`src/design/ecpt_pkg.sv`:
```
// shared constants, codes and control/status types for the event channel port table
// no dependencies; imported by ecpt_ctrl, ecpt_dp, event_channel_port_table and the test files
package ecpt_pkg;

    localparam int NUM_PORTS = 1024;
    localparam int NUM_VCPUS = 16;

    // port table rows: several ports share one memory word
    localparam int ROW_PORTS = 32;
    localparam int NUM_ROWS  = NUM_PORTS / ROW_PORTS;
    localparam int IDX_W     = $clog2(NUM_PORTS);
    localparam int COL_W     = $clog2(ROW_PORTS);
    localparam int ROW_W     = IDX_W - COL_W;
    localparam int SLOT_W    = 3;
    localparam int ROW_DW    = ROW_PORTS * SLOT_W;

    // field widths
    localparam int CMD_W   = 3;
    localparam int PORT_W  = 10;
    localparam int VCPU_W  = 4;
    localparam int DOM_W   = 16;
    localparam int TOK_W   = 64;
    localparam int STAT_W  = 3;
    localparam int IN_DW   = 120;
    localparam int OUT_DW  = 88;

    localparam logic [CMD_W-1:0] CMD_ALLOC   = 3'd0;
    localparam logic [CMD_W-1:0] CMD_BIND    = 3'd1;
    localparam logic [CMD_W-1:0] CMD_FREE    = 3'd2;
    localparam logic [CMD_W-1:0] CMD_NOTIFY  = 3'd3;
    localparam logic [CMD_W-1:0] CMD_QUERY   = 3'd4;
    localparam logic [CMD_W-1:0] CMD_DESTROY = 3'd5;

    localparam logic [STAT_W-1:0] RC_OK      = 3'd0;
    localparam logic [STAT_W-1:0] RC_INVALID = 3'd1;
    localparam logic [STAT_W-1:0] RC_NOSPACE = 3'd2;
    localparam logic [STAT_W-1:0] RC_NOPERM  = 3'd3;
    localparam logic [STAT_W-1:0] RC_DYING   = 3'd4;

    typedef enum logic [1:0] {
        PS_FREE     = 2'd0,
        PS_RESERVED = 2'd1,
        PS_UNBOUND  = 2'd2,
        PS_HOST     = 2'd3
    } t_pstate;

    typedef enum logic [3:0] {
        ST_CLEAR,
        ST_IDLE,
        ST_DECIDE,
        ST_SCAN_RD,
        ST_SCAN_CHK,
        ST_DSTR_RD,
        ST_DSTR_WR,
        ST_ACC_EXEC,
        ST_DONE
    } t_state;

    typedef struct packed {
        logic              take;
        logic              clr_wr;
        logic              cnt_rst;
        logic              cnt_inc;
        logic              row_rd;
        logic              acc_rd;
        logic              scan_chk;
        logic              dstr_wr;
        logic              acc_exec;
        logic              res_set;
        logic [STAT_W-1:0] res_code;
        logic              out_load;
    } t_dp_ctrl;

    typedef struct packed {
        logic             in_valid;
        logic [CMD_W-1:0] cmd;
        logic             dying;
        logic             vcpu_bad;
        logic             scan_hit;
        logic             last_row;
        logic             out_free;
    } t_dp_stat;

endpackage

```
`src/design/ecpt_ctrl.sv`:
```
// controller state machine for the event channel port table
// sequences clearing, scans, destroy sweeps and table accesses; uses ecpt_pkg
module ecpt_ctrl (
    input  logic              i_clk,
    input  logic              i_rst_n,
    input  ecpt_pkg::t_dp_stat i_stat,
    output ecpt_pkg::t_dp_ctrl o_ctrl
);
    import ecpt_pkg::*;

    t_state r_state;
    t_state n_state;

    always_ff @(posedge i_clk) begin
        if (!i_rst_n) begin
            r_state <= ST_CLEAR;
        end else begin
            r_state <= n_state;
        end
    end

    always_comb begin
        n_state = r_state;
        unique case (r_state)
            ST_CLEAR: begin
                if (i_stat.last_row) n_state = ST_IDLE;
            end
            ST_IDLE: begin
                if (i_stat.in_valid) n_state = ST_DECIDE;
            end
            ST_DECIDE: begin
                if (i_stat.cmd == CMD_ALLOC) begin
                    n_state = (i_stat.dying || i_stat.vcpu_bad) ? ST_DONE : ST_SCAN_RD;
                end else if (i_stat.cmd == CMD_DESTROY) begin
                    n_state = ST_DSTR_RD;
                end else if (i_stat.cmd > CMD_DESTROY || i_stat.dying) begin
                    n_state = ST_DONE;
                end else begin
                    n_state = ST_ACC_EXEC;
                end
            end
            ST_SCAN_RD:  n_state = ST_SCAN_CHK;
            ST_SCAN_CHK: begin
                n_state = (i_stat.scan_hit || i_stat.last_row) ? ST_DONE : ST_SCAN_RD;
            end
            ST_DSTR_RD:  n_state = ST_DSTR_WR;
            ST_DSTR_WR: begin
                n_state = i_stat.last_row ? ST_DONE : ST_DSTR_RD;
            end
            ST_ACC_EXEC: n_state = ST_DONE;
            ST_DONE: begin
                if (i_stat.out_free) n_state = ST_IDLE;
            end
            default: n_state = ST_CLEAR;
        endcase
    end

    always_comb begin
        o_ctrl = '0;
        unique case (r_state)
            ST_CLEAR: begin
                o_ctrl.clr_wr  = 1'b1;
                o_ctrl.cnt_inc = !i_stat.last_row;
            end
            ST_IDLE: begin
                o_ctrl.take = 1'b1;
            end
            ST_DECIDE: begin
                if (i_stat.cmd == CMD_ALLOC) begin
                    if (i_stat.dying || i_stat.vcpu_bad) begin
                        o_ctrl.res_set  = 1'b1;
                        o_ctrl.res_code = RC_INVALID;
                    end else begin
                        o_ctrl.cnt_rst = 1'b1;
                    end
                end else if (i_stat.cmd == CMD_DESTROY) begin
                    o_ctrl.cnt_rst = 1'b1;
                end else if (i_stat.cmd > CMD_DESTROY) begin
                    o_ctrl.res_set  = 1'b1;
                    o_ctrl.res_code = RC_INVALID;
                end else if (i_stat.dying) begin
                    o_ctrl.res_set  = 1'b1;
                    o_ctrl.res_code = RC_DYING;
                end else begin
                    o_ctrl.acc_rd = 1'b1;
                end
            end
            ST_SCAN_RD, ST_DSTR_RD: begin
                o_ctrl.row_rd = 1'b1;
            end
            ST_SCAN_CHK: begin
                o_ctrl.scan_chk = 1'b1;
                if (!i_stat.scan_hit) begin
                    if (i_stat.last_row) begin
                        o_ctrl.res_set  = 1'b1;
                        o_ctrl.res_code = RC_NOSPACE;
                    end else begin
                        o_ctrl.cnt_inc = 1'b1;
                    end
                end
            end
            ST_DSTR_WR: begin
                o_ctrl.dstr_wr = 1'b1;
                if (i_stat.last_row) begin
                    o_ctrl.res_set  = 1'b1;
                    o_ctrl.res_code = RC_OK;
                end else begin
                    o_ctrl.cnt_inc = 1'b1;
                end
            end
            ST_ACC_EXEC: begin
                o_ctrl.acc_exec = 1'b1;
            end
            ST_DONE: begin
                o_ctrl.out_load = i_stat.out_free;
            end
            default: o_ctrl = '0;
        endcase
    end

endmodule

```
`config.mk`:
```
export PLATFORM = sky130hd
export DESIGN_NAME = ecpt_ctrl
export DESIGN_NICKNAME = d
export VERILOG_FILES = /design/src/design/ecpt_pkg.sv /design/src/design/ecpt_ctrl.sv
export SDC_FILE = /design/constraint.sdc
export NUM_CORES = 1
export LEC_CHECK = 0
export BUFFER_PORTS_ARGS = -buffer_cell sky130_fd_sc_hd__buf_4
export CAP_MARGIN = 40
export CORE_AREA = 3 3 40 42
export CTS_CLUSTER_SIZE = 12
export DETAILED_ROUTE_END_ITERATION = 10
export DIE_AREA = 0 0 43 45
export GPL_TIMING_DRIVEN = 0
export MAX_ROUTING_LAYER = met4
export PLACE_DENSITY = 0.75
export SETUP_SLACK_MARGIN = 0.5
export SYNTH_ARGS = -nofsm -noshare
export SYNTH_HDL_FRONTEND = slang
export SYNTH_SLANG_ARGS = --single-unit
```
`constraint.sdc`:
```
create_clock -name i_clk -period 1.96 [get_ports i_clk]
set_clock_uncertainty 0.05 [all_clocks]
set_input_delay 0.294 -clock i_clk [delete_from_list [all_inputs] [get_ports i_clk]]
set_output_delay 0.294 -clock i_clk [all_outputs]
set_load 0.02 [all_outputs]
```
==> metrics.csv, run 1 <==
metric,value,unit
grt_start_max_net_pins,11,
yosys_register_bits,4,
ys_warns,0,
grt_antenna_before_repair,0,
yosys-top-cells-area,"sky130_fd_sc_hd__dfxtp_1, sky130_fd_sc_hd__nor4_1, sky130_fd_sc_hd__a21oi_1",
synth_xor_area_frac,0,
place_hpwl,1.17,mm
outcome,stopped before the end,
synthesized_cell_area,475,um^2
ctsHtreeMaxLevel,1,
cts_hold_buf,0,
gp_congestion,0.788,
synth_area_in_compound_gates,0.261,
postPlaceCellArea,781,um^2
synth_top_family_by_area,simple AND/OR/NAND/NOR gates,
syn-instance-count,74,
error_line,[ERROR DPL-0033] detailed placement checks failed during check placement.,
yosys.cell_types.count,28,
syn_avg_cell_area,6.43,um^2
cts_root_buf,sky130_fd_sc_hd__clkbuf_4,
synthSimpleGateAreaFrac,0.466,
start_util,0.370,
clock_buffers_created_by_tritoncts,3,
max-clock-path-buffers,2,
worstEpCategory,primary output,
pin_count,25,
portion_of_the_post_synthesis_area_used_by_sequential_elements,0.168,
dp.cells,112,
crit_endpoint,o_ctrl[1],
sinks_on_the_clock_net,4,
flow.stopped_at,5_1_grt,
synth.top_cell.area_share,0.168,
synth_mux_area_frac,0.0237,
synth-adder-area-share,0,
die_width,43,um
synthesis.nets,85,
portBuffers,23,
rows,13,
synth_top_area_cell,sky130_fd_sc_hd__dfxtp_1,
die_h,45,um
Yosys cell counts (all sizes together):
cell / count
nor3: 5
buf: 1
a2111oi: 1
and2: 1
o41ai: 1
inv: 4
clkbuf: 5
and3: 1
mux2: 1
nor4b: 1
nor2b: 3
a21boi: 1
dfxtp: 4
or4b: 1
o211a: 1
o22ai: 1
or3: 1
a211oi: 1
nor3b: 1
nand2: 3
nor2: 8
nand4: 1
a21oi: 7
or4: 3
o21ai: 5
nand2b: 4
nor4: 6
o21a: 2
logic make-up after synthesis:
| logic type | after synthesis |
|---|---|
| flops | 4 |
| buf+inv | 10 |
| simple gates | 39 |
| compound gates | 20 |
| mux | 1 |
metrics by stage:
| step | hold WS, ns | setup slack, ns |
|---|---|---|
| after floorplan | 0.362 | 0.250 |
| after CTS | 0.258 | 0.00533 |
| after global placement | 0.505 | 0.0550 |
| after detailed placement | 0.502 | 0.0520 |
repair_timing:
| item | CTS |
|---|---|
| gates resized for setup | 48 |
| endpoints found under the setup margin | 18 |
| pin swaps | 12 |
| buffers inserted | 14 |
| cloned | 0 |
==> run 2: changes to the inputs <==
==> config.mk (replaced) <==
export PLATFORM = sky130hd
export DESIGN_NAME = ecpt_ctrl
export DESIGN_NICKNAME = d
export VERILOG_FILES = /design/src/design/ecpt_pkg.sv /design/src/design/ecpt_ctrl.sv
export SDC_FILE = /design/constraint.sdc
export NUM_CORES = 1
export LEC_CHECK = 0
export BUFFER_PORTS_ARGS = -buffer_cell sky130_fd_sc_hd__buf_4
export CAP_MARGIN = 40
export CORE_AREA = 3 3 64 66
export DETAILED_ROUTE_END_ITERATION = 10
export DIE_AREA = 0 0 67 69
export GPL_TIMING_DRIVEN = 0
export PLACE_DENSITY_LB_ADDON = 0.15
export SYNTH_ARGS = -nofsm -noshare
export SYNTH_HDL_FRONTEND = slang
export SYNTH_SLANG_ARGS = --single-unit
==> metrics.csv, run 2 <==
metric,value,unit
setup_violations,2,
detail_route.iter0.violations,32,
crit_family,simple AND/OR/NAND/NOR gates,
synth_top_area_cell,sky130_fd_sc_hd__dfxtp_1,
fin_area,828,um^2
dp.cells,145,
violations,setup timing,
grt_pass1_vias,641,
globalRouteTotalUtil,0.0797,
syn_to_final_growth,74.2,%
synth_enable_flop_cells,0,
most_common_library_cell_in_the_layout_ignoring_fill_and_taps,sky130_fd_sc_hd__buf_4,
cts_tree,built,
worst_slack,-0.0189,ns
detail-route-antenna-nets,0,
drtPass1Iterations,4,
worst_hold_path.endpoint,r_state[2],
power.internal,0.000355,W
sequential_cell_area,81.3,um^2
p_leak,0.337,nW
power_switching_share,0.390,
sinks_on_the_clock_net,4,
worst_min_path_class,in -> reg,
async_reset_ff_frac,0,
clock_buffers_created_by_tritoncts,3,
die_h,69,um
die_width,67,um
syn_avg_cell_area,6.43,um^2
overflow_after_grt,0,
max-clock-path-buffers,2,
max_stage_delay,0.53,ns
netSwitchingPower,0.000227,W
fmaxAchievable,505,MHz
post-layout-total-power,0.000582,W
gp_congestion,0.764,
portion_of_the_post_synthesis_area_used_by_sequential_elements,0.168,
multi_input_area,405,um^2
worst-path-max-fanout,7,
crit_chain,or4b_1 > buf_6 > nor4_4 > buf_4,
power_per_cell_area,702,mW/mm^2
post-route-util,0.228,
layout_worst_path_cycle_share,1.01,
worst_skew_pair.late_latency,0.22,ns
layout.cells.non_filler,150,
ys.flop_type,sky130_fd_sc_hd__dfxtp_1,
grt_antenna_before_repair,0,
ys_warns,0,
cts_root_buf,sky130_fd_sc_hd__clkbuf_8,
power_share_of_the_sequential_group,0.176,
crit_path_start_kind,register,
detail_route.vias_per_cell,4.35,
synthesized_cell_area,475,um^2
outcome,"finished, violations left",
hold_depth,2,
ff2ff_setup_slack,0.20,ns
place_hpwl,1.35,mm
yosys_register_bits,4,
ctsHtreeMaxLevel,1,
power.ir.vdd_worst,137,uV
largestRegisters,r_state: 4 flops,
final_nets,115,
vias,653,
drive_above_1_share,0.402,
rsz0062_at_grt,true,
critical_path_arrival,1.63,ns
core_area,0.00363,mm^2
fin_crit,1.98,ns
grt_start_max_net_pins,11,
largest_register_ff_count,4,
path_class,reg -> out,
routed_wire_length_per_instance,11.7,um
insertedDiodeCount,0,
synth.top_cell.area_share,0.168,
synthesis.nets,85,
timing.critical_path.required,1.62,ns
cts.reportedPaths.clkPinSlew,0.03,ns
postPlaceCellArea,713,um^2
fp.dieArea,0.00462,mm^2
share_clk_of_total_power,0.302,
crit_path_end_kind,output port,
crit-reg2reg-capture,r_state[1],
timing.final.max_slew_violations,0,
start_util,0.131,
timing_worst_slew_pin_value,0.512,ns
relSlewSlack,0.654,
ys_top_cells_by_count,"sky130_fd_sc_hd__nor2_1, sky130_fd_sc_hd__a21oi_1, sky130_fd_sc_hd__nor4_1",
largest-register,r_state,
max-cap-violations,0,
worst_r2r_path_depth,4,
most-common-layout-cells,"sky130_fd_sc_hd__buf_4, sky130_fd_sc_hd__nor2_1, sky130_fd_sc_hd__a21oi_1, sky130_fd_sc_hd__o21ai_0",
crit_path_top_delay_cell,sky130_fd_sc_hd__or4b_1,
yosys-top-cells-area,"sky130_fd_sc_hd__dfxtp_1, sky130_fd_sc_hd__nor4_1, sky130_fd_sc_hd__a21oi_1",
yosys.cell_types.count,28,
grt_pass1_wl,2.88,mm
min-delay-start,i_rst_n,
rows,22,
detail_route.drc_violations,0,
yosysMostFrequentCell,sky130_fd_sc_hd__nor2_1,
r2r_start,r_state[0],
pin_count,25,
n_fill_cell,419,
syn-instance-count,74,
path_buf_inv,2,
portBuffers,23,
hold_vio_cnt_final,0,
route.final.wire_length,1.76,mm
p_comb_frac,0.522,
[run 2: cell counts after synthesis]
Identical to the previous run, type by type.
[run 2: area by class of cell]
class | count | share of cell area
Buffer | 6 | 0.0453
Tap cell | 48 | 0.0725
Clock buffer | 3 | 0.0498
Inverter | 4 | 0.0181
Timing Repair Buffer | 25 | 0.227
Multi-Input combinational cell | 60 | 0.489
Sequential cell | 4 | 0.0982
[run 2: through the flow]
| step | setup WS (ns) | hold WS [ns] | TNS, ns |
|---|---|---|---|
| after floorplan | -0.0395 | 0.362 | -0.0790 |
| after global placement | -0.114 | 0.508 | -0.114 |
| after detailed placement | -0.112 | 0.504 | -0.112 |
| after CTS | -0.0223 | 0.276 | -0.0643 |
| after global routing | -0.0633 | 0.291 | -0.126 |
| final | -0.0189 | 0.277 | -0.0251 |
[run 2: logic make-up after synthesis]
kind of cell / synth area share
AOI/OAI and AO/OA: 0.261
buffers and inverters: 0.0816
DFF: 0.168
muxes: 0.0237
and+or+nand+nor: 0.466
[run 2: what timing repair did]
item | CTS | global route
resized for setup | 11 | 5
pin swaps | 1 | 1
hold buffers | 0 | 0
hold endpoints to repair | 0 | 0
buffers inserted | 1 | 1
endpoints found under the setup margin | 3 | 7
[run 2: layer usage]
layer  track usage  share of wire
met1        0.0903           0.43
met2         0.132           0.50
met3        0.0228          0.058
met4        0.0405          0.018
met5             0              0
[run 2: worst max path at each step]
stage               start   endpoint  slack (ns)  cells after the start
6_report       r_state[0]  o_ctrl[8]       -0.02                      4
5_1_grt        r_state[0]  o_ctrl[8]       -0.06                      4
4_1_cts        r_state[0]  o_ctrl[3]       -0.02                      4
3_5_place_dp    i_stat[7]  o_ctrl[4]       -0.11                      6
3_3_place_gp    i_stat[7]  o_ctrl[4]       -0.11                      6
2_1_floorplan  r_state[3]  o_ctrl[3]       -0.04                      3
[run 2: power by group through the flow]
stage                     logic (W)  clock network, W  registers (W)
after global routing       0.000333          0.000188       0.000105
after CTS                  0.000298          0.000183       0.000102
final                      0.000304          0.000175       0.000102
after global placement     0.000278                 0       0.000105
after floorplan            0.000173                 0       0.000102
after detailed placement   0.000277                 0       0.000104
[run 2: worst reg2reg max path: stages, from the launching register on]
cell                      delay [ns]
sky130_fd_sc_hd__dfxtp_1        0.29
sky130_fd_sc_hd__or4b_1         0.53
sky130_fd_sc_hd__buf_6          0.16
sky130_fd_sc_hd__or4_1          0.50
sky130_fd_sc_hd__a21oi_1        0.15
Power figures use the tool's default switching activity.
